`config.mk`:
```
export PLATFORM = sky130hd
export DESIGN_NAME = ntc_log_cell
export DESIGN_NICKNAME = d
export VERILOG_FILES = /design/src/sv/ntc_thermistor_temperature_core_defines.svh /design/src/sv/ntc_pkg.sv /design/src/sv/ntc_log_cell.sv
export SDC_FILE = /design/constraint.sdc
export NUM_CORES = 2
export LEC_CHECK = 0
export CORE_MARGIN = 5
export CORE_UTILIZATION = 55
export CTS_CLUSTER_SIZE = 20
export DETAILED_ROUTE_END_ITERATION = 6
export DONT_BUFFER_PORTS = 1
export PLACE_DENSITY = 0.66
export REMOVE_ABC_BUFFERS = 1
export SLEW_MARGIN = 10
export SYNTH_ARGS = -nofsm -noshare
export SYNTH_HDL_FRONTEND = slang
export SYNTH_SLANG_ARGS = --single-unit
export TNS_END_PERCENT = 20
```
`constraint.sdc`:
```
create_clock -name aclk -period 11.3 [get_ports aclk]
set_input_delay 1.13 -clock aclk [delete_from_list [all_inputs] [get_ports aclk]]
set_output_delay 1.13 -clock aclk [all_outputs]
set_load 0.01 [all_outputs]
```
`src/sv/ntc_thermistor_temperature_core_defines.svh`:
```
// Assertion macros used by the thermistor conversion top level.
`ifndef NTC_THERMISTOR_TEMPERATURE_CORE_DEFINES_SVH
`define NTC_THERMISTOR_TEMPERATURE_CORE_DEFINES_SVH

// Same-cycle implication, disabled during reset.
`define NTC_ASSERT_IMPLY(label, clk, rstn, lhs, rhs) \
    label: assert property (@(posedge clk) disable iff (!rstn) (lhs) |-> (rhs)) \
        else $error("ntc assertion failed");

// Next-cycle implication, disabled during reset.
`define NTC_ASSERT_NEXT(label, clk, rstn, lhs, rhs) \
    label: assert property (@(posedge clk) disable iff (!rstn) (lhs) |=> (rhs)) \
        else $error("ntc assertion failed");

`endif

```
`src/sv/ntc_pkg.sv`:
```
// Types and constants of the thermistor temperature conversion pipeline.
package ntc_pkg;

    typedef enum logic [1:0] {
        ST_OK    = 2'd0,
        ST_OPEN  = 2'd1,
        ST_RANGE = 2'd2
    } status_t;

    localparam logic [1:0] CFG_OPEN = 2'd0;
    localparam logic [1:0] CFG_MIN  = 2'd1;
    localparam logic [1:0] CFG_MAX  = 2'd2;

    localparam int LOG_FRAC = 30;
    localparam int MUL_W    = 36;
    localparam int HALF_W   = 18;
    localparam int NUM_W    = 48;
    localparam int DEN_W    = 35;
    localparam int Q_BITS   = 16;

    localparam logic signed [MUL_W-1:0] LN2_Q30      = 36'sd744261118;
    localparam logic signed [MUL_W-1:0] LN_RATIO_Q30 = -36'sd4303580;
    localparam logic signed [MUL_W-1:0] ST_A_Q40     = 36'sd3687780070;
    localparam logic signed [MUL_W-1:0] ST_B_Q40     = 36'sd329997332;
    localparam logic signed [MUL_W-1:0] ST_C_Q40     = 36'sd5591198;
    localparam logic signed [MUL_W-1:0] ST_D_Q40     = 36'sd240535;
    localparam logic [NUM_W-1:0]        NUM_BASE     = 48'd100 << 40;
    localparam logic signed [17:0]      KELVIN_CENTI = 18'sd27315;

    typedef struct packed {
        logic    valid;
        status_t status;
    } meta_t;

    typedef struct packed {
        logic [3:0]          e;
        logic [LOG_FRAC-1:0] frac;
        logic [LOG_FRAC:0]   m;
    } log_lane_t;

    typedef struct packed {
        logic [NUM_W-1:0]  r;
        logic [DEN_W-1:0]  den;
        logic [Q_BITS-1:0] q;
    } div_word_t;

endpackage

```
`src/sv/ntc_log_cell.sv`:
```
// One squaring step of the log2 fraction for both lanes (ADC value and top minus value).
module ntc_log_cell
    import ntc_pkg::*;
#(
    parameter int BIT_POS = 29
) (
    input  logic      aclk,
    input  logic      aresetn,
    input  logic      en,
    input  meta_t     meta_in,
    input  log_lane_t v_in,
    input  log_lane_t d_in,
    output meta_t     meta_out,
    output log_lane_t v_out,
    output log_lane_t d_out
);

    function automatic log_lane_t sq_step(input log_lane_t l);
        logic [2*LOG_FRAC+1:0] sq;
        log_lane_t r;
        sq = (2*LOG_FRAC+2)'(l.m) * (2*LOG_FRAC+2)'(l.m);
        r = l;
        if (sq[2*LOG_FRAC+1]) begin
            r.m = sq[2*LOG_FRAC+1:LOG_FRAC+1];
            r.frac[BIT_POS] = 1'b1;
        end else begin
            r.m = sq[2*LOG_FRAC:LOG_FRAC];
        end
        return r;
    endfunction

    meta_t     meta_reg;
    log_lane_t v_reg, d_reg;

    always_ff @(posedge aclk) begin
        if (!aresetn) begin
            meta_reg.valid <= 1'b0;
        end else if (en) begin
            meta_reg <= meta_in;
        end
    end

    always_ff @(posedge aclk) begin
        if (en) begin
            v_reg <= sq_step(v_in);
            d_reg <= sq_step(d_in);
        end
    end

    assign meta_out = meta_reg;
    assign v_out    = v_reg;
    assign d_out    = d_reg;

endmodule

```
======== After elaboration in Yosys (flattened, before gate mapping) ========
Index checks and enable logic that the tools add are counted.
storage, ports and cells
  bits in registers ....................... 133
  bits in latches ......................... 0
  memory bits (writable) .................. 0
  memories ................................ 0
  ROM bits ................................ 0
  input bits .............................. 136
  output and inout port bits .............. 133
cells by class
  equal/unequal tests ..................... 0
  bitwise logic cells ..................... 0
  reductions and logical operators ........ 1
  multiply operators ...................... 2
  muxes and demuxes ....................... 2
  divide/modulo/power cells ............... 0
  $lt $le $gt $ge ......................... 0
  shift operators ......................... 0
  add/sub/neg operators ................... 0
operators by type and width
  operator                                        count
  31-bit by 31-bit multiplier with 62-bit output  2
  30-bit 2-to-1 mux                               2
  2-bit AND reduction                             1

======== Logic depth before layout (Yosys ltp) ========
  word-level depth ........................ 2
  gate-level depth with buffers ........... 32
  depth with buffers taken out ............ 27

======== Worst setup path before layout ========
No wires, ideal clock.
  kind .................................... input-to-reg
  start point ............................. input port d_in[25] (netlist name)
  end point ............................... register d_reg, in the netlist d_out[26], data pin
  required time ........................... 11,040 ps
  arrival time ............................ 8,622 ps
  stages on the path ...................... 28
  setup slack ............................. 2,418 ps
  path buffers ............................ 4
  path through ............................ clkbuf_1 > clkbuf_1 > nand2_1 > fa_1 > fa_1 > inv_1 > fa_1 > inv_1 > fa_1 > inv_1 > fa_1 > fa_1 > fa_1 > inv_1 > fa_1 > inv_1 > ha_1 > clkbuf_1 > nand4_1 > nor2_1 > o211ai_1 > a22oi_1 > a21oi_1 > o31ai_1 > a21oi_2 > xor2_2 > buf_2 > mux2_2
between the ends
  longest elaborated chain between the ends .. 2
RTL lines
  what                                            line                RTL
  from (decl)                                     ntc_log_cell.sv:12  input log_lane_t d_in,
  31-bit by 31-bit multiplier with 62-bit output  ntc_log_cell.sv:21  sq = (2*LOG_FRAC+2)'(l.m) * (2*LOG_FRAC+2)'(l.m);
  30-bit 2-to-1 mux                               ntc_log_cell.sv:23  if (sq[2*LOG_FRAC+1]) begin
  to (signal assigned)                            ntc_log_cell.sv:46  d_reg <= sq_step(d_in);
  to (decl)                                       ntc_log_cell.sv:33  log_lane_t v_reg, d_reg;
No other way between the ends.
A chain may end at the register's enable or synchronous reset.

======== Final worst setup path ========
  start point ............................. input port d_in[15] (netlist name)
  end point ............................... register d_reg, in the netlist d_out[18], data pin
Same word-level chain as after synthesis.

==> flow_metrics.tcl <==
set metrics [dict create \
    dp_hpwl_um 117000 \
    drc 0 \
    synth.avg_cell_area_um2 9.73 \
    r2r_slack_ns 10.58 \
    r2r_end "meta_out[2]$_SDFFE_PN0P_" \
    coreArea_um2 105000 \
    syn-cell-area_um2 58400 \
    totalWireLength_um 147000 \
    synthCells 6000 \
    synthFlopType "edfxtp_1" \
    crit_arrival_ns 9.57 \
    yosysMostFrequentCell "inv_1" \
    synth-async-reset-ratio_pct 0 \
    finalNetCount 7969 \
    die-area_um2 113000 \
    critPathRequiredTime_ns 11.52 \
    cts_resized 0 \
    end_kind "flop" \
    ff2ff_path_depth 2 \
    tns_ns 0 \
    yosys.area.top_type "fa_1" \
    postCtsHoldBufs 0 \
    period_minus_slack_ns 9.35 \
    overflow 0 \
    drive_above_1_share_pct 1.79 \
    clk-insertion-delay-late_ns 0.47 \
    holdPathEnd "meta_out[2]$_SDFFE_PN0P_" \
    gp_congestion 0.909 \
    drtIter0Drc 2124 \
    die_w_um 336 \
    htreeDepth 4 \
    critPathKind "primary input to flop" \
    cts_buffers 17 \
    clock-root-buffer "clkbuf_16" \
    area_growth_pct 2.67 \
    hold_depth 2 \
    status "complete, no violations" \
    fin_crit_sh_pct 82.8 \
    vias_per_cell 5.36 \
    slew_violations 0 \
    grt_use_total_pct 27.4 \
    worst_slew_pin_slew_ns 1.19 \
    worstPathMaxFanout 28 \
    hp-class "flop to flop" \
    cts_setup_buffers 0 \
    synth_top_area_share_pct 51.2 \
    rows 119 \
    yosysWarnings 0 \
    seq_area_frac_synth_pct 6.82 \
    die_h_um 336 \
    hold_viol_final 0 \
    vias 38700 \
    antenna_found_initial 7 \
    synth_common_cells "1,824 x inv_1, 1,494 x fa_1, 609 x nand2_1, 534 x ha_1, 379 x and2_1" \
    grt_max_degree 133 \
    cp-start-kind "primary input" \
    clkSlewWorstSetupHoldPaths_ns 0.06 \
    cts_tree "yes" \
    setup_violations 0 \
    relSlewSlack_pct 20.9 \
    drt-wirelength-per-cell_um 20.4 \
    min_from "meta_out[2]$_SDFFE_PN0P_" \
    synth-edff-count 132 \
    r2r_start "meta_out[2]$_SDFFE_PN0P_" \
    rsz0062_at_grt "no" \
    drv_cap 0 \
    synth_cell_types 71 \
    max_freq_mhz 107 \
    io_pins 269 \
    clk_path_buf_depth 2 \
    dr.pass1.iters 6 \
    ys_ff_latch 133 \
    clkSinkCount 133 \
    ant_nets 0 \
    grt_first_pass_wirelength_um 239000 \
    yosys-top-cells-area "fa_1 51%, inv_1 12%, ha_1 11%, edfxtp_1 6.8%, and2_1 4.1%" \
    start_util_pct 55.4 \
    port_buffers 0 \
    grt_pass1_vias 43500 \
    clock_skew_ns 0 \
]
[cells in the final DEF, fill, tap and decap left out, types with 4 or more instances in the layout]
cell type	n
a211oi_1	10
a21boi_0	8
a21o_1	59
a21oi_1	130
a31o_2	10
a31oi_1	11
a41oi_1	4
and2_1	379
and3_1	18
and4_1	5
bufinv_16	4
clkbuf_16	17
clkinv_4	4
edfxtp_1	132
fa_1	1494
ha_1	534
inv_1	1824
mux2_2	15
mux2_4	22
mux2i_1	17
nand2_1	609
nand2b_1	5
nand3_1	23
nand4_1	32
nor2_1	112
nor2b_1	20
nor3_1	7
nor4_1	6
o211a_1	4
o211ai_1	4
o21a_1	10
o21ai_0	66
o21bai_1	27
o221ai_1	4
o31ai_1	7
or2_2	12
or3_1	7
xnor2_1	57
xor2_1	56
[worst max path at each step]
stage	start	to	slack, ns	cells after the start
3_5_place_dp	d_in[15]	d_out[18]$_DFFE_PP_	1.65	24
2_1_floorplan	v_in[15]	v_out[0]$_DFFE_PP_	2.50	22
5_1_grt	d_in[15]	d_out[18]$_DFFE_PP_	1.53	24
3_3_place_gp	d_in[15]	d_out[25]$_DFFE_PP_	1.87	24
4_1_cts	d_in[15]	d_out[18]$_DFFE_PP_	2.17	24
6_report	d_in[15]	d_out[18]$_DFFE_PP_	1.95	24
[layer usage]
| metal | wire length [µm] | GRT usage (%) | up-vias |
|---|---|---|---|
| li1 | - | - | 17100 |
| met1 | 60000 | 36.7 | 20100 |
| met4 | 4110 | 6.90 | 0 |
| met2 | 71500 | 45.9 | 1262 |
| met5 | 0 | 0 | - |
| met3 | 11400 | 5.98 | 232 |
[metrics by stage]
| step | setup slack [ns] | cell area [µm²] | util, % | std cells | hold WS (ns) |
|---|---|---|---|---|---|
| 4_1_cts | 2.17 | 60000 | 56.9 | 7209 | 0.624 |
| 6_report | 1.95 | 60000 | 56.9 | 7210 | 0.627 |
| 3_5_place_dp | 1.65 | 59300 | 56.3 | 7177 | 0.614 |
| 5_1_grt | 1.53 | 60000 | 56.9 | 7210 | 0.671 |
| 2_1_floorplan | 2.50 | 57600 | - | 5785 | 0.538 |
| 3_3_place_gp | 1.87 | 59300 | 56.3 | 7177 | 0.596 |
[worst max-delay path, cell delays in order]
cell and delay, ns:
clkinv_1 0.35, nor2_1 0.34, inv_1 0.09, fa_1 0.48, fa_1 0.55, inv_1 0.05, fa_1 0.49, fa_1 0.56
fa_1 0.43, fa_1 0.47, fa_1 0.49, inv_1 0.05, fa_1 0.48, inv_1 0.05, ha_1 0.34, a21oi_1 0.20
o21ai_1 0.11, a211oi_1 0.41, nand3b_1 0.12, a21oi_1 0.58, o31ai_1 0.25, a21oi_2 0.35, xor2_4 0.76, mux2_2 0.42
[cell families after synthesis]
logic type / Yosys count / synth area share [%]
buf+inv: 2040 / 13.2
fa+ha+maj: 2028 / 62.6
simple gates: 1244 / 10.2
compound gates: 386 / 4.26
flops: 133 / 6.82
xor+xnor: 115 / 1.74
mux: 54 / 1.15
[cell type report]
| cell class | count | area, µm² |
|---|---|---|
| Antenna cell | 1 | 2.50 |
| Clock buffer | 18 | 429 |
| Clock inverter | 14 | 201 |
| Fill cell | 9274 | 45400 |
| Inverter | 1825 | 6850 |
| Multi-Input combinational cell | 3827 | 46800 |
| Sequential cell | 133 | 3980 |
| Tap cell | 1391 | 1740 |
| Timing Repair Buffer | 1 | 7.51 |
[state kept, by name (all words and copies together) (netlist names)]
name      cells
d_out        65
v_out        65
meta_out      3
Power is not shown: default switching activity piles up to over one toggle a cycle in this logic, so the estimate is an artifact.
