$ cat config.mk
export PLATFORM = sky130hd
export DESIGN_NAME = ntc_mul_cell
export DESIGN_NICKNAME = d
export VERILOG_FILES = /design/src/sv/ntc_thermistor_temperature_core_defines.svh /design/src/sv/ntc_pkg.sv /design/src/sv/ntc_mul_cell.sv
export SDC_FILE = /design/constraint.sdc
export NUM_CORES = 2
export LEC_CHECK = 0
export BUFFER_PORTS_ARGS = -buffer_cell sky130_fd_sc_hd__buf_2
export CAP_MARGIN = 20
export CORE_UTILIZATION = 60
export CTS_BUF_LIST = sky130_fd_sc_hd__clkbuf_4
export DETAILED_ROUTE_END_ITERATION = 12
export PLACE_DENSITY_LB_ADDON = 0.15
export SLEW_MARGIN = 20
export SYNTH_ARGS = -nofsm -noshare
export SYNTH_HDL_FRONTEND = slang
export SYNTH_SLANG_ARGS = --single-unit
$ cat constraint.sdc
create_clock -name aclk -period 9 [get_ports aclk]
set_input_delay 0.9 -clock aclk [delete_from_list [all_inputs] [get_ports aclk]]
set_output_delay 0.9 -clock aclk [all_outputs]
set_load 0.05 [all_outputs]
$ cat src/sv/ntc_thermistor_temperature_core_defines.svh
// Assertion macros used by the thermistor conversion top level.
`ifndef NTC_THERMISTOR_TEMPERATURE_CORE_DEFINES_SVH
`define NTC_THERMISTOR_TEMPERATURE_CORE_DEFINES_SVH

// Same-cycle implication, disabled during reset.
`define NTC_ASSERT_IMPLY(label, clk, rstn, lhs, rhs) \
    label: assert property (@(posedge clk) disable iff (!rstn) (lhs) |-> (rhs)) \
        else $error("ntc assertion failed");

// Next-cycle implication, disabled during reset.
`define NTC_ASSERT_NEXT(label, clk, rstn, lhs, rhs) \
    label: assert property (@(posedge clk) disable iff (!rstn) (lhs) |=> (rhs)) \
        else $error("ntc assertion failed");

`endif

$ cat src/sv/ntc_pkg.sv
// Types and constants of the thermistor temperature conversion pipeline.
package ntc_pkg;

    typedef enum logic [1:0] {
        ST_OK    = 2'd0,
        ST_OPEN  = 2'd1,
        ST_RANGE = 2'd2
    } status_t;

    localparam logic [1:0] CFG_OPEN = 2'd0;
    localparam logic [1:0] CFG_MIN  = 2'd1;
    localparam logic [1:0] CFG_MAX  = 2'd2;

    localparam int LOG_FRAC = 30;
    localparam int MUL_W    = 36;
    localparam int HALF_W   = 18;
    localparam int NUM_W    = 48;
    localparam int DEN_W    = 35;
    localparam int Q_BITS   = 16;

    localparam logic signed [MUL_W-1:0] LN2_Q30      = 36'sd744261118;
    localparam logic signed [MUL_W-1:0] LN_RATIO_Q30 = -36'sd4303580;
    localparam logic signed [MUL_W-1:0] ST_A_Q40     = 36'sd3687780070;
    localparam logic signed [MUL_W-1:0] ST_B_Q40     = 36'sd329997332;
    localparam logic signed [MUL_W-1:0] ST_C_Q40     = 36'sd5591198;
    localparam logic signed [MUL_W-1:0] ST_D_Q40     = 36'sd240535;
    localparam logic [NUM_W-1:0]        NUM_BASE     = 48'd100 << 40;
    localparam logic signed [17:0]      KELVIN_CENTI = 18'sd27315;

    typedef struct packed {
        logic    valid;
        status_t status;
    } meta_t;

    typedef struct packed {
        logic [3:0]          e;
        logic [LOG_FRAC-1:0] frac;
        logic [LOG_FRAC:0]   m;
    } log_lane_t;

    typedef struct packed {
        logic [NUM_W-1:0]  r;
        logic [DEN_W-1:0]  den;
        logic [Q_BITS-1:0] q;
    } div_word_t;

endpackage

$ cat src/sv/ntc_mul_cell.sv
// Two-stage multiply-accumulate cell: y = c + trunc(a * b / 2^30), b passed along.
module ntc_mul_cell
    import ntc_pkg::*;
(
    input  logic                    aclk,
    input  logic                    aresetn,
    input  logic                    en,
    input  meta_t                   meta_in,
    input  logic signed [MUL_W-1:0] a,
    input  logic signed [MUL_W-1:0] b,
    input  logic signed [MUL_W-1:0] c,
    output meta_t                   meta_out,
    output logic signed [MUL_W-1:0] y,
    output logic signed [MUL_W-1:0] b_out
);

    logic [MUL_W-1:0]          am, bm;
    meta_t                     meta1_reg, meta2_reg;
    logic                      neg_reg;
    logic [MUL_W+HALF_W-1:0]   plo_reg, phi_reg;
    logic signed [MUL_W-1:0]   b1_reg, c1_reg, b2_reg, y_reg;
    logic [2*MUL_W-1:0]        prod;
    logic [MUL_W-1:0]          mag;
    logic signed [MUL_W-1:0]   y_next;

    assign am = a[MUL_W-1] ? -a : a;
    assign bm = b[MUL_W-1] ? -b : b;

    always_comb begin
        prod   = {phi_reg, {HALF_W{1'b0}}} + (2*MUL_W)'(plo_reg);
        mag    = prod[MUL_W+LOG_FRAC-1:LOG_FRAC];
        y_next = c1_reg + (neg_reg ? -$signed(mag) : $signed(mag));
    end

    always_ff @(posedge aclk) begin
        if (!aresetn) begin
            meta1_reg.valid <= 1'b0;
            meta2_reg.valid <= 1'b0;
        end else if (en) begin
            meta1_reg <= meta_in;
            meta2_reg <= meta1_reg;
        end
    end

    always_ff @(posedge aclk) begin
        if (en) begin
            neg_reg <= a[MUL_W-1] ^ b[MUL_W-1];
            plo_reg <= am * bm[HALF_W-1:0];
            phi_reg <= am * bm[MUL_W-1:HALF_W];
            b1_reg  <= b;
            c1_reg  <= c;
            b2_reg  <= b1_reg;
            y_reg   <= y_next;
        end
    end

    assign meta_out = meta2_reg;
    assign y        = y_reg;
    assign b_out    = b2_reg;

endmodule

======== After elaboration in Yosys (flattened, before gate mapping) ========
Cells that the tools add are included.
storage, ports and cells
  flip-flop bits (word level) ............. 253
  input bits .............................. 114
  output and inout bits ................... 75
  logic and storage cells ................. 23
operators by class
  add/sub/neg operators ................... 5
  multipliers ............................. 2
  multiplexer cells ....................... 3
  bitwise operators ....................... 1
  reductions and logical operators ........ 1
operators with widths
  cell                                            number
  36-bit two-way mux                              3
  36-bit negator                                  3
  66-bit by 54-bit adder with 66-bit output       1
  36-bit by 18-bit multiplier with 54-bit output  1
  36-bit by 18-bit multiplier with 48-bit output  1
  36-bit adder                                    1
  2-bit AND reduction                             1
  1-bit XOR                                       1

======== Longest topological paths before layout ========
  depth in word-level cells ............... 4
  depth in mapped cells ................... 35
  depth with buffers taken out ............ 32

======== Least setup slack after synthesis ========
OpenSTA, ideal clock, no wires.
  path type ............................... input-to-reg
  start ................................... input b[9]
  end ..................................... register phi_reg[47] (data pin)
  setup time .............................. 260 ps
  arrival ................................. 9,111 ps
  required time ........................... 8,740 ps
  path slack .............................. -371 ps
  stages on the path ...................... 30
  buffers on the path ..................... 2
  path through ............................ or4_4 or4_1 or2_1 clkbuf_1 or4_1 o31ai_2 xnor2_1 clkbuf_1 nand2_1 fa_1 inv_1 fa_1 fa_1 fa_1 fa_1 inv_1 fa_1 inv_1 ha_1 a21o_1 a21oi_1 nor2b_1 o311a_1 o21a_1 o31ai_1 a31oi_1 o41ai_1 o2111ai_1 a31oi_1 xnor2_1
between the ends
  word-level cells in the longest chain between the ends .. 3
RTL lines
  item                                            line                text
  start: declaration                              ntc_mul_cell.sv:10  input logic signed [MUL_W-1:0] b,
  36-bit negator                                  ntc_mul_cell.sv:27  assign bm = b[MUL_W-1] ? -b : b;
  36-bit two-way mux                              ntc_mul_cell.sv:27
  36-bit by 18-bit multiplier with 48-bit output  ntc_mul_cell.sv:49  phi_reg <= am * bm[MUL_W-1:HALF_W];
  end signal: assignment                          ntc_mul_cell.sv:49
  end: declaration                                ntc_mul_cell.sv:20  logic [MUL_W+HALF_W-1:0] plo_reg, phi_reg;
Every way passes these cells.
A chain may end at the register's enable or synchronous reset.

======== Final worst setup path ========
  start ................................... input a[6]
  end ..................................... register phi_reg[44] (data pin)
between the ends
  word-level cells in the longest chain between the ends .. 3
RTL lines
  item                                                line                text
  start: declaration                                  ntc_mul_cell.sv:9   input logic signed [MUL_W-1:0] a,
  36-bit negator                                      ntc_mul_cell.sv:26  assign am = a[MUL_W-1] ? -a : a;
  36-bit two-way mux (*)                              ntc_mul_cell.sv:26
  36-bit by 18-bit multiplier with 48-bit output (*)  ntc_mul_cell.sv:49
Every way passes the cells marked *; elsewhere a longest branch is shown, timed or not.

==> results.json <==
{
  "status": "finished, final reports clean",
  "synth_seq_area_share": 0.136,
  "globalplace.congestion": 1.02,
  "grt_pass1_vias": 43900,
  "synthesis.area_sq_um": 51700,
  "crit_top_cell": "fa_1",
  "cp-start-kind": "input port",
  "yosysWarnings": 0,
  "viasPerCell": 5.53,
  "syn_avg_cell_area_sq_um": 8.98,
  "drt_iter0_markers": 3528,
  "vias": 42400,
  "mostFrequentLayoutCells": "1,358 x inv_1, 1,074 x fa_1, 1,031 x nand2_1, 675 x buf_4, 397 x nor2_1",
  "ctsHtreeMaxLevel": 2,
  "largest_reg_flops": 48,
  "globalRouteOverflowTotal": 0,
  "slowest_stage": "fa_1",
  "firstDrtPassIters": 7,
  "maxCapViolCount": 0,
  "cts_buffers": 54,
  "tns_ns": 0,
  "clock_path_buffers": 3,
  "netlist_instances": 5752,
  "io_pins": 189,
  "pre_cts_ws_ns": -0.799,
  "critical_path_class": "in -> reg",
  "skew_ns": 0.0462,
  "r2r-end": "y[32]$_DFFE_PP_",
  "ys.flop_type": "edfxtp_1",
  "final_area_sq_um": 60800,
  "fp.dieArea_sq_um": 87300,
  "slowest_delay_ns": 0.63,
  "die_w_um": 295,
  "layout_commonest_cell": "inv_1",
  "antenna_found_initial": 7,
  "path_max_fanout": 12,
  "grt_pass1_wl_um": 251000,
  "syn-num-nets": 7237,
  "worstMarginPinSlew_ns": 1.10,
  "ant_nets": 0,
  "fin_crit_ns": 8.87,
  "rsz0062_at_grt": "true",
  "dieHeight_um": 295,
  "whs_endpoint": "c1_reg[27]$_DFFE_PP_",
  "synth_seq_cells": 235,
  "finalMaxSlewViolations": 0,
  "grt_max_degree": 106,
  "r2r_start": "phi_reg[5]$_DFFE_PP_",
  "wl_um": 164000,
  "hold_class": "in -> reg",
  "setup-violations-final": 0,
  "cts_root_buf": "clkbuf_4",
  "cp.arrival_ns": 9.37,
  "clk_pin_slew_ns": 0.09,
  "fin_ws_ns": 0.132,
  "drc_errors": 0,
  "hold_viol": 0,
  "ys_async_sr_fraction": 0,
  "hp-start": "c[27]",
  "wl_per_cell_um": 21.4,
  "worst_ep_required_time_ns": 9.50,
  "clk-insertion-delay-late_ns": 0.74,
  "timing.fmax_mhz": 113,
  "coreArea_sq_um": 85300,
  "rrSetupSlack_ns": 2.18,
  "dp_hpwl_um": 140000,
  "cp_top_family": "adder cells",
  "nets": 7965,
  "cts.sinks": 235,
  "cts_tree": "built",
  "fin_crit_sh": 0.985,
  "syn_to_final_growth_pct": 17.6,
  "crit_buf_inv": 10,
  "cts_hold_buf": 0,
  "end_kind": "flop",
  "synth_edf_count": 233,
  "start_util": 0.606,
  "grt_use_total": 0.387,
  "placed_area_sq_um": 59900,
  "utilization": 0.713,
  "num_rows": 107,
  "whs_path_depth": 1,
  "max-slew-margin-rel": 0.263,
  "ff2ff_path_depth": 22,
  "portBuffers": 188,
  "drive_above_1_share": 0.176,
  "synth.distinct_cells": 89
}
==> routing by layer <==
layer  routed length (um)  vias up  part of all wire  GRT usage
met5                   42        -           0.00026          0
met4                 8840        6             0.054      0.175
met3                19600      430              0.12     0.0985
met2                71900     2305              0.44      0.594
met1                63900    20900              0.39      0.520
li1                     -    18800                 -          -
==> kinds of logic after synthesis <==
family,share of synthesized area
simple gates,0.143
compound gates,0.0664
xor+xnor,0.0483
fa+ha+maj,0.488
mux,0.00196
buf+inv,0.117
flops,0.136
==> worst max path at each step <==
stage / from / endpoint / slack [ns] / cells after the start
detailed placement: a[6] / plo_reg[47]$_DFFE_PP_ / -0.80 / 35
finish: a[6] / phi_reg[44]$_DFFE_PP_ / 0.13 / 32
CTS: a[11] / plo_reg[47]$_DFFE_PP_ / 0.12 / 33
global placement: a[6] / phi_reg[44]$_DFFE_PP_ / -0.67 / 32
floorplan: b[9] / phi_reg[47]$_DFFE_PP_ / -0.01 / 27
global route: a[11] / plo_reg[47]$_DFFE_PP_ / -0.03 / 33
==> stage by stage <==
| stage | cells | hold WS, ns |
|---|---|---|
| final | 7667 | 0.320 |
| after global routing | 7667 | 0.284 |
| after CTS | 7661 | 0.245 |
| after detailed placement | 7565 | 0.405 |
| after global placement | 7565 | 0.401 |
| after floorplan | 5752 | 0.400 |
==> final cells by class <==
type                       instances  area, sq um
antenna                            3         7.51
multi-input combinational       3913        39400
timing repair buffer             917         7080
clock buffer                      69          518
inverter                        1359         5100
sequential                       235         7040
tap                             1144         1430
fill                            6722        24500
clock inverter                    27          200
==> synthesized netlist by cell type, types with 42 or more instances <==
| library cell | instances | area share |
|---|---|---|
| a21oi_1 | 128 | 0.012 |
| nand3_1 | 42 | 0.0041 |
| a21o_1 | 76 | 0.011 |
| nand2_1 | 1032 | 0.075 |
| nor2_1 | 399 | 0.029 |
| edfxtp_1 | 233 | 0.14 |
| ha_1 | 297 | 0.072 |
| inv_1 | 1359 | 0.099 |
| o21ai_0 | 84 | 0.0081 |
| xnor2_1 | 182 | 0.031 |
| fa_1 | 1074 | 0.42 |
| and2_1 | 67 | 0.0081 |
| clkbuf_1 | 230 | 0.017 |
| xor2_1 | 90 | 0.015 |
==> repair_timing <==
action,in CTS,in global routing
gates resized for setup,1,29
pin swaps,0,7
buffers inserted,0,2
setup endpoints to repair,1,22
gates cloned,0,0
Power is left out: the tool's default activity adds up to more than one toggle a clock period on the data nets, which glitch-free logic cannot reach.
