## src/sv/ntc_thermistor_temperature_core_defines.svh

```systemverilog
// Assertion macros used by the thermistor conversion top level.
`ifndef NTC_THERMISTOR_TEMPERATURE_CORE_DEFINES_SVH
`define NTC_THERMISTOR_TEMPERATURE_CORE_DEFINES_SVH

// Same-cycle implication, disabled during reset.
`define NTC_ASSERT_IMPLY(label, clk, rstn, lhs, rhs) \
    label: assert property (@(posedge clk) disable iff (!rstn) (lhs) |-> (rhs)) \
        else $error("ntc assertion failed");

// Next-cycle implication, disabled during reset.
`define NTC_ASSERT_NEXT(label, clk, rstn, lhs, rhs) \
    label: assert property (@(posedge clk) disable iff (!rstn) (lhs) |=> (rhs)) \
        else $error("ntc assertion failed");

`endif

```

## src/sv/ntc_pkg.sv

```systemverilog
// Types and constants of the thermistor temperature conversion pipeline.
package ntc_pkg;

    typedef enum logic [1:0] {
        ST_OK    = 2'd0,
        ST_OPEN  = 2'd1,
        ST_RANGE = 2'd2
    } status_t;

    localparam logic [1:0] CFG_OPEN = 2'd0;
    localparam logic [1:0] CFG_MIN  = 2'd1;
    localparam logic [1:0] CFG_MAX  = 2'd2;

    localparam int LOG_FRAC = 30;
    localparam int MUL_W    = 36;
    localparam int HALF_W   = 18;
    localparam int NUM_W    = 48;
    localparam int DEN_W    = 35;
    localparam int Q_BITS   = 16;

    localparam logic signed [MUL_W-1:0] LN2_Q30      = 36'sd744261118;
    localparam logic signed [MUL_W-1:0] LN_RATIO_Q30 = -36'sd4303580;
    localparam logic signed [MUL_W-1:0] ST_A_Q40     = 36'sd3687780070;
    localparam logic signed [MUL_W-1:0] ST_B_Q40     = 36'sd329997332;
    localparam logic signed [MUL_W-1:0] ST_C_Q40     = 36'sd5591198;
    localparam logic signed [MUL_W-1:0] ST_D_Q40     = 36'sd240535;
    localparam logic [NUM_W-1:0]        NUM_BASE     = 48'd100 << 40;
    localparam logic signed [17:0]      KELVIN_CENTI = 18'sd27315;

    typedef struct packed {
        logic    valid;
        status_t status;
    } meta_t;

    typedef struct packed {
        logic [3:0]          e;
        logic [LOG_FRAC-1:0] frac;
        logic [LOG_FRAC:0]   m;
    } log_lane_t;

    typedef struct packed {
        logic [NUM_W-1:0]  r;
        logic [DEN_W-1:0]  den;
        logic [Q_BITS-1:0] q;
    } div_word_t;

endpackage

```

## src/sv/ntc_div_cell.sv

```systemverilog
// One restoring-division step producing quotient bit SHIFT.
module ntc_div_cell
    import ntc_pkg::*;
#(
    parameter int SHIFT = 15
) (
    input  logic      aclk,
    input  logic      aresetn,
    input  logic      en,
    input  meta_t     meta_in,
    input  div_word_t w_in,
    output meta_t     meta_out,
    output div_word_t w_out
);

    localparam int SUB_W = DEN_W + Q_BITS;

    logic [SUB_W-1:0] sub;
    div_word_t        w_next;
    meta_t            meta_reg;
    div_word_t        w_reg;

    always_comb begin
        sub    = SUB_W'(w_in.den) << SHIFT;
        w_next = w_in;
        if (SUB_W'(w_in.r) >= sub) begin
            w_next.r = w_in.r - sub[NUM_W-1:0];
            w_next.q[SHIFT] = 1'b1;
        end
    end

    always_ff @(posedge aclk) begin
        if (!aresetn) begin
            meta_reg.valid <= 1'b0;
        end else if (en) begin
            meta_reg <= meta_in;
        end
    end

    always_ff @(posedge aclk) begin
        if (en) begin
            w_reg <= w_next;
        end
    end

    assign meta_out = meta_reg;
    assign w_out    = w_reg;

endmodule

```

## config.mk

```make
export PLATFORM = sky130hd
export DESIGN_NAME = ntc_div_cell
export DESIGN_NICKNAME = d
export VERILOG_FILES = /design/src/sv/ntc_thermistor_temperature_core_defines.svh /design/src/sv/ntc_pkg.sv /design/src/sv/ntc_div_cell.sv
export SDC_FILE = /design/constraint.sdc
export NUM_CORES = 1
export LEC_CHECK = 0
export BUFFER_PORTS_ARGS = -buffer_cell sky130_fd_sc_hd__buf_2
export CAP_MARGIN = 20
export CORE_MARGIN = 3
export CORE_UTILIZATION = 50
export DETAILED_ROUTE_END_ITERATION = 6
export PLACE_DENSITY = 0.81
export SYNTH_ARGS = -nofsm -noshare
export SYNTH_HDL_FRONTEND = slang
export SYNTH_SLANG_ARGS = --single-unit
```

## constraint.sdc

```tcl
create_clock -name aclk -period 3.6 [get_ports aclk]
set_input_delay 0.72 -clock aclk [delete_from_list [all_inputs] [get_ports aclk]]
set_output_delay 0.72 -clock aclk [all_outputs]
set_load 0.02 [all_outputs]
```

# After elaboration in Yosys (flattened, before gate mapping)
# Index checks and enable logic that the tools add are counted.
# totals
regBits	102
latchBits	0
ram_bits	0
romBits	0
out_inout_bits	102
elab_cells	10
mem_count	0
# op_classes
addsub	1
multipliers	0
n_div	0
order_cmp	1
eq_ne	0
shifts	0
n_mux	1
n_bitwise	0
reduce_logical	1
# op_table
cell	count
$ge A48 B50 Y1	1
$mux W48	1
$sub A48 B48 Y48	1
$reduce_and A2 Y1	1

# Longest topological paths before layout
# Gate-level depths: netlist of the first run.
# depth
depth_word	2
mapped_depth	13
depth_no_buf	12

# Worst setup path after synthesis of the first run
# No wires, ideal clock.
# synth_path
path_type	input -> register
startpoint	input port w_in[35] (netlist bit)
endpoint	register w_reg, in the netlist w_out[94] (data pin)
arrival_time_ns	2.926
required_time_ns	3.338
path_slack_ns	0.412
cell_stages	11
n_path_buf	0
cell_sequence	inv_1 -> ha_1 -> a2111oi_2 -> o21ai_1 -> and3_1 -> a221o_1 -> a21o_4 -> a31oi_4 -> o21ai_1 -> xnor2_1 -> mux2_1
# synth_lines
element	line	source
start: declaration	ntc_div_cell.sv:11	input div_word_t w_in,
end signal: assignment	ntc_div_cell.sv:42	w_reg <= w_next;
end: declaration	ntc_div_cell.sv:21	div_word_t w_reg;

==> reports/results.ini, run 1 <==
[outcome]
status=completed

[power_and_ir_drop]
total_power_w=0.00287
power_frac_comb_pct=26.2
sw_frac_of_total_pct=30.9
p_int_w=0.00198
ir_worst_vdd_mv=0.210
power.switching_w=0.000887
powerDensity_mw_per_mm2=412
p_seq_share_pct=50.3
clockPowerShare_pct=23.5
p_leak_nw=3.13

[placed_design]
dp.final_hpwl_um=10900
numPortBuffers=206
routabilityCongestion=0.894

[setup_path]
startpoint_type=primary input
path_delay_family=simple AND/OR/NAND/NOR gates
critPathRequiredTime_ns=3.72
r2r_slack_ns=2.96
cp.depth=12
reg2reg_to=meta_out[2]$_SDFFE_PN0P_
cp_cell_sequence=buf_2 -> inv_1 -> ha_1 -> nand2_1 -> nor3_1 -> nand4_1 -> nor4_1 -> a211oi_1 -> o21a_2 -> nor2_8 -> buf_12 -> mux2_1
cp_data_arrival_time_ns=3.24
worstSetupPathType=primary input to register
end_kind=register
worst_path_max_delay_cell=ha_1
rr_startpoint=meta_out[2]$_SDFFE_PN0P_
crit_end=w_out[95]$_DFFE_PP_
crit_path_max_incr_delay_ns=0.36
critical_path_buf_inv_count=3
startpoint=w_in[30]
critPathMaxFanout=12
reg2reg_depth=2

[route]
drc=0
wl_per_cell_um=16.9
drtAntennaViolNets=0
drtPass1Iterations=5
wirelength_um=13500
drt_iter0_drc=224
vias=4271
via_per_inst=5.35

[layout]
post-route-util_pct=66.2
layout.cells.most_common_list=buf_2 (205), edfxtp_1 (101), inv_1 (50)
nets=795
drive_gt1_share_pct=39.5
num-fill-cells=797
areaGrowthSynthToFinish_pct=26.5
mostFrequentLayoutCell=buf_2

[sta]
rsz0062_at_grt=no
final-setup-viol-count=0
max-slew-margin-rel_pct=52.8
slew_violations=0
hold_viol=0
layout_min_cycle_time_ns=3.12
worstMarginPinSlew_ns=0.702
fmax_mhz=321
min_period_over_period_pct=86.7
tns_ns=0
fin_skew_ns=0

[synthesis]
yosysTopAreaCell=edfxtp_1
yosysUniqueCellTypes=69
synth_edf_count=101
postSynthCellCount=434
synth.area.top_cells=edfxtp_1 (55%), ha_1 (7.5%), mux2_1 (4.1%)
synthesis.nets=573
syn_area_per_cell_um2=12.7
async_flop_share_pct=0
synth_top_cell_area_share_pct=55.2
synth_area_mm2=0.00550
ys_seq_elements=102
yosysSeqAreaShare_pct=55.5
synth_ff_type=edfxtp_1
ys_warn_count=0

[clocking]
clock_path_buffers=2
clk_latency_ns=0.36
holdBufCountCts=0
clock-sinks=102
cts-root-buf=clkbuf_8
h-tree-depth=3
post-cts-setup-buffers=0
cts_tree=yes
cts_resized=0
clkTransAtPathRegs_ns=0.10
cts_buffers=9

[floorplan]
dieArea_mm2=0.0123
core_mm2=0.0105
ioPinCount=207
num_rows=37
start_util_pct=52.3
die_x_um=111
die-height_um=111

[global_route]
globalRouteMet1Util_pct=26.2
grt_pass1_wl_um=21700
grt.total_usage_pct=21.7
grt_max_degree=55
grt-busiest-layer=met2
grt_util_met2_pct=38.4
globalRouteMet3Util_pct=5.79
gr-total-overflow=0
grt_pass1_vias=4384
antenna_found_initial=3

[run]
cap_violations=0

[min_path]
min-delay-path-class=primary input to register

[metal layers]
metal / vias to the layer above / wire [um] / part of all wire [%]
met5: - / 7 / 0.052
met4: 2 / 207 / 1.5
met3: 19 / 960 / 7.1
met2: 161 / 6780 / 50
met1: 2023 / 5540 / 41
li1: 2066 / - / -
[layout make-up]
class / count / area, um^2 / share of cell area [%]
sequential: 102 / 3050 / 43.9
multi-input combinational: 274 / 2200 / 31.6
timing repair buffer: 218 / 1160 / 16.7
inverter: 51 / 191 / 2.75
tap: 136 / 170 / 2.45
clock buffer: 9 / 124 / 1.78
clock inverter: 7 / 56.3 / 0.809
antenna: 2 / 5.00 / 0.0719
[flip-flops by register name, indices dropped and copies added (netlist names)]
name	flops
w_out	99
meta_out	3
[kinds of logic after synthesis]
family | share of synthesized area, %
adders and majority gates | 7.87
muxes | 5.44
buffers and inverters | 4.53
xor gates and xnor gates | 4.62
AOI/OAI and AO/OA | 14.9
and+or+nand+nor | 7.15
DFF | 55.5
[power groups by stage]
stage | combinational (W) | sequential, W | clock, W
floorplan | 0.000343 | 0.00160 | 0
global placement | 0.000734 | 0.00147 | 0
detailed placement | 0.000748 | 0.00147 | 0
CTS | 0.000752 | 0.00144 | 0.000695
global route | 0.000817 | 0.00145 | 0.000753
finish | 0.000750 | 0.00144 | 0.000675
[synth_stat cells (3+ instances only)]
master / n
nand2_1: 16
xnor2_1: 21
o21ai_1: 5
and3_1: 3
nor2b_1: 3
a21oi_1: 28
nor3_1: 5
o31ai_1: 4
ha_1: 33
o21a_1: 5
nand3_1: 4
nor2_1: 16
o21bai_1: 6
xor2_1: 8
edfxtp_1: 101
mux2_1: 20
buf_6: 3
o211ai_1: 3
and4_1: 3
nor4_1: 3
inv_1: 50
a211oi_1: 4
nand4_1: 7
a21o_1: 11
o21ai_0: 19
mux2_2: 3
[worst reg2reg max path, cell delays in order (launching register included)]
cell and delay [ns]:
dfxtp_1 0.35, mux2i_1 0.07, nor2b_1 0.15
[how the worst min path moves through the flow]
stage / startpoint / endpoint / slack [ns] / cells past startpoint
floorplan: meta_out[2]$_SDFFE_PN0P_ / meta_out[2]$_SDFFE_PN0P_ / 0.59 / 2
global placement: meta_out[2]$_SDFFE_PN0P_ / meta_out[2]$_SDFFE_PN0P_ / 0.50 / 2
detailed placement: meta_out[2]$_SDFFE_PN0P_ / meta_out[2]$_SDFFE_PN0P_ / 0.56 / 2
CTS: meta_in[0] / meta_out[0]$_DFFE_PP_ / 0.51 / 1
global route: w_in[3] / w_out[3]$_DFFE_PP_ / 0.49 / 1
finish: meta_in[0] / meta_out[0]$_DFFE_PP_ / 0.52 / 1
[through the flow]
step	hold WS (ns)	instances	setup WS [ns]	area, um^2
6_report	0.519	799	0.480	6960
5_1_grt	0.488	799	0.357	6960
4_1_cts	0.505	797	0.500	6950
3_5_place_dp	0.556	781	0.103	6770
3_3_place_gp	0.495	781	0.124	6770
2_1_floorplan	0.589	434	0.412	5500
(Power assumes the default switching activity.)
==> run 2: changes to the inputs <==
- clock period: 3.6 -> 3.2 ns (I/O delays scaled with it)
==> run 2 against run 1 <==
Sequential power increased by 12%. Total power is 20% higher. Wire length is 2.3% higher. First-iteration DRC count grew 36%. Clock power is 38% higher. Final area up 2.9%. Critical endpoint is now w_out[96]$_DFFE_PP_. Worst setup slack got worse by 0.34 ns. Utilization grew 2.0 points. Sequential cell count is the same. Via count rose by 1.8%. Register-to-register slack got worse by 0.36 ns.
==> reports/results.ini, run 2 (synthesis results as in run 1) <==
[setup_path]
end_kind=register  ; unchanged
startpoint=w_in[66]  ; was w_in[30]
startpoint_type=primary input  ; unchanged
cp_cell_sequence=buf_2 -> inv_1 -> ha_1 -> fa_1 -> nor2b_1 -> o31a_1 -> o21ai_2 -> a21oi_2 -> a21o_4 -> nand3_2 -> o311a_2 -> xnor2_1 -> mux2_4  ; was buf_2 -> inv_1 -> ha_1 -> nand2_1 -> nor3_1 -> nand4_1 -> nor4_1 -> a211oi_1 -> o21a_2 -> nor2_8 -> buf_12 -> mux2_1
rr_startpoint=meta_out[2]$_SDFFE_PN0P_  ; unchanged
critPathRequiredTime_ns=3.32  ; was 3.72 ns
critPathMaxFanout=3  ; was 12
r2r_slack_ns=2.60  ; was 2.96 ns
cp_data_arrival_time_ns=3.18  ; was 3.24 ns
worstSetupPathType=primary input to register  ; unchanged
crit_path_max_incr_delay_ns=0.41  ; was 0.36 ns
worst_path_max_delay_cell=fa_1  ; was ha_1

[global_route]
grt_pass1_vias=4526  ; was 4384
grt_max_degree=66  ; was 55
grt_pass1_wl_um=22300  ; was 21700 um
gr-total-overflow=0  ; unchanged
grt.total_usage_pct=22.4  ; was 21.7%
antenna_found_initial=2  ; was 3

[run]
cap_violations=0  ; unchanged

[power_and_ir_drop]
power.switching_w=0.000982  ; was 0.000887 W
p_leak_nw=3.24  ; was 3.13 nW
clockPowerShare_pct=27.1  ; was 23.5%
powerDensity_mw_per_mm2=479  ; was 412 mW/mm^2
sw_frac_of_total_pct=28.6  ; was 30.9%
ir_worst_vdd_mv=0.231  ; was 0.210 mV
p_seq_share_pct=47.2  ; was 50.3%
total_power_w=0.00343  ; was 0.00287 W
p_int_w=0.00245  ; was 0.00198 W
power_frac_comb_pct=25.7  ; was 26.2%

[clocking]
clk_latency_ns=0.36  ; about the same
h-tree-depth=3  ; unchanged
clock_path_buffers=2  ; unchanged
cts_resized=0  ; unchanged
post-cts-setup-buffers=0  ; unchanged
clkTransAtPathRegs_ns=0.10  ; about the same
cts-root-buf=clkbuf_8  ; unchanged
clock-sinks=102  ; unchanged
cts_tree=yes  ; unchanged
cts_buffers=9  ; unchanged
holdBufCountCts=0  ; unchanged

[placed_design]
place_inst=800  ; was 781
numPortBuffers=206  ; unchanged
routabilityCongestion=0.854  ; was 0.894
dp.final_hpwl_um=11000  ; was 10900 um
dp_slack_ns=-0.238  ; was 0.103 ns
dpl_cell_area_mm2=0.00693  ; was 0.00677 mm^2

[floorplan]
dieArea_mm2=0.0123  ; unchanged
start_util_pct=52.3  ; unchanged
die-height_um=111  ; unchanged
ioPinCount=207  ; unchanged
num_rows=37  ; unchanged
core_mm2=0.0105  ; unchanged
die_x_um=111  ; unchanged

[route]
wirelength_um=13800  ; was 13500 um
drtPass1Iterations=5  ; unchanged
vias=4350  ; was 4271
via_per_inst=5.32  ; was 5.35
wl_per_cell_um=16.9  ; about the same
drt_iter0_drc=305  ; was 224
drc=0  ; unchanged
drtAntennaViolNets=0  ; unchanged

[sta]
rsz0062_at_grt=no  ; unchanged
hold_viol=0  ; unchanged
final-setup-viol-count=0  ; unchanged
fmax_mhz=327
tns_ns=0  ; unchanged
timing.final.ws_setup_ns=0.142  ; was 0.480 ns
layout_min_cycle_time_ns=3.06
fin_skew_ns=0  ; unchanged
min_period_over_period_pct=95.6
worstMarginPinSlew_ns=0.755  ; was 0.702 ns
slew_violations=0  ; unchanged
max-slew-margin-rel_pct=49.2  ; was 52.8%

[min_path]
min-delay-path-class=primary input to register  ; unchanged
min_from=w_in[1]  ; was meta_in[0]

[layout]
largest_register_ffs=99  ; unchanged
stdcell_area_mm2=0.00716  ; was 0.00696 mm^2
drive_gt1_share_pct=41.0  ; was 39.5%
areaGrowthSynthToFinish_pct=30.3  ; was 26.5%
mostFrequentLayoutCell=buf_2  ; unchanged
layout.cells.most_common_list=buf_2 (205), edfxtp_1 (101), inv_1 (50)  ; unchanged
nets=814  ; was 795
layoutNonFillerInstCount=817  ; was 799

[outcome]
status=completed  ; unchanged

-- run 2: cell types whose count changed in the layout (fill, tap and decap cells not counted) --
cell       before  now
inv_6           2    1
clkinv_4        2    1
diode_2         2    1
buf_4          10   28
buf_12          3    4
clkinv_2        2    0
inv_8           1    0
clkbuf_8        9   11
bufinv_16       0    2
clkbuf_1        0    1
-- run 2: worst paths after layout --
path / endpoint / depth (start not counted)
hold / removal: w_out[1]$_DFFE_PP_ / 1
hold reg to reg: meta_out[2]$_SDFFE_PN0P_ / 2
setup / recovery: w_out[96]$_DFFE_PP_ / 13
setup reg to reg: meta_out[2]$_SDFFE_PN0P_ / 2
-- run 2: critical path: cells and delay by family --
kind / cells / cell delay [ns]
multiplexers: 1 / 0.26
adder cells (fa/ha/maj): 2 / 0.62
AO/OA/AOI/OAI: 5 / 1.14
AND/OR/NAND/NOR: 2 / 0.26
XOR/XNOR: 1 / 0.13
buffers and inverters: 2 / 0.14
-- run 2: layout make-up --
cell class | count | area, um^2
flip-flops and latches | 102 | 3050
fillers | 789 | 3350
inverters | 51 | 191
diodes | 1 | 2.50
clock inverters | 4 | 77.6
clock buffers | 12 | 155
multi-input cells | 274 | 2200
repair buffers | 237 | 1320
well taps | 136 | 170
-- run 2: metal layers --
layer | up-vias | track usage (%) | wire length (um)
li1 | 2108 | - | -
met1 | 2047 | 27.3 | 5590
met2 | 180 | 40.2 | 7070
met3 | 13 | 5.19 | 963
met4 | 2 | 5.58 | 165
met5 | - | 0 | 13
-- run 2: stage by stage --
stage,hold slack (ns),utilization [%]
floorplan,0.589,-
global placement,0.494,65.9
detailed placement,0.523,65.9
CTS,0.426,68.1
global route,0.412,68.2
finish,0.439,68.2
-- run 2: power groups by stage --
stage               Combinational, W  Sequential [W]  Clock [W]
detailed placement          0.000881         0.00165          0
floorplan                   0.000385         0.00180          0
global placement            0.000862         0.00165          0
CTS                         0.000888         0.00162   0.000944
finish                      0.000884         0.00162   0.000930
global route                0.000960         0.00163    0.00101
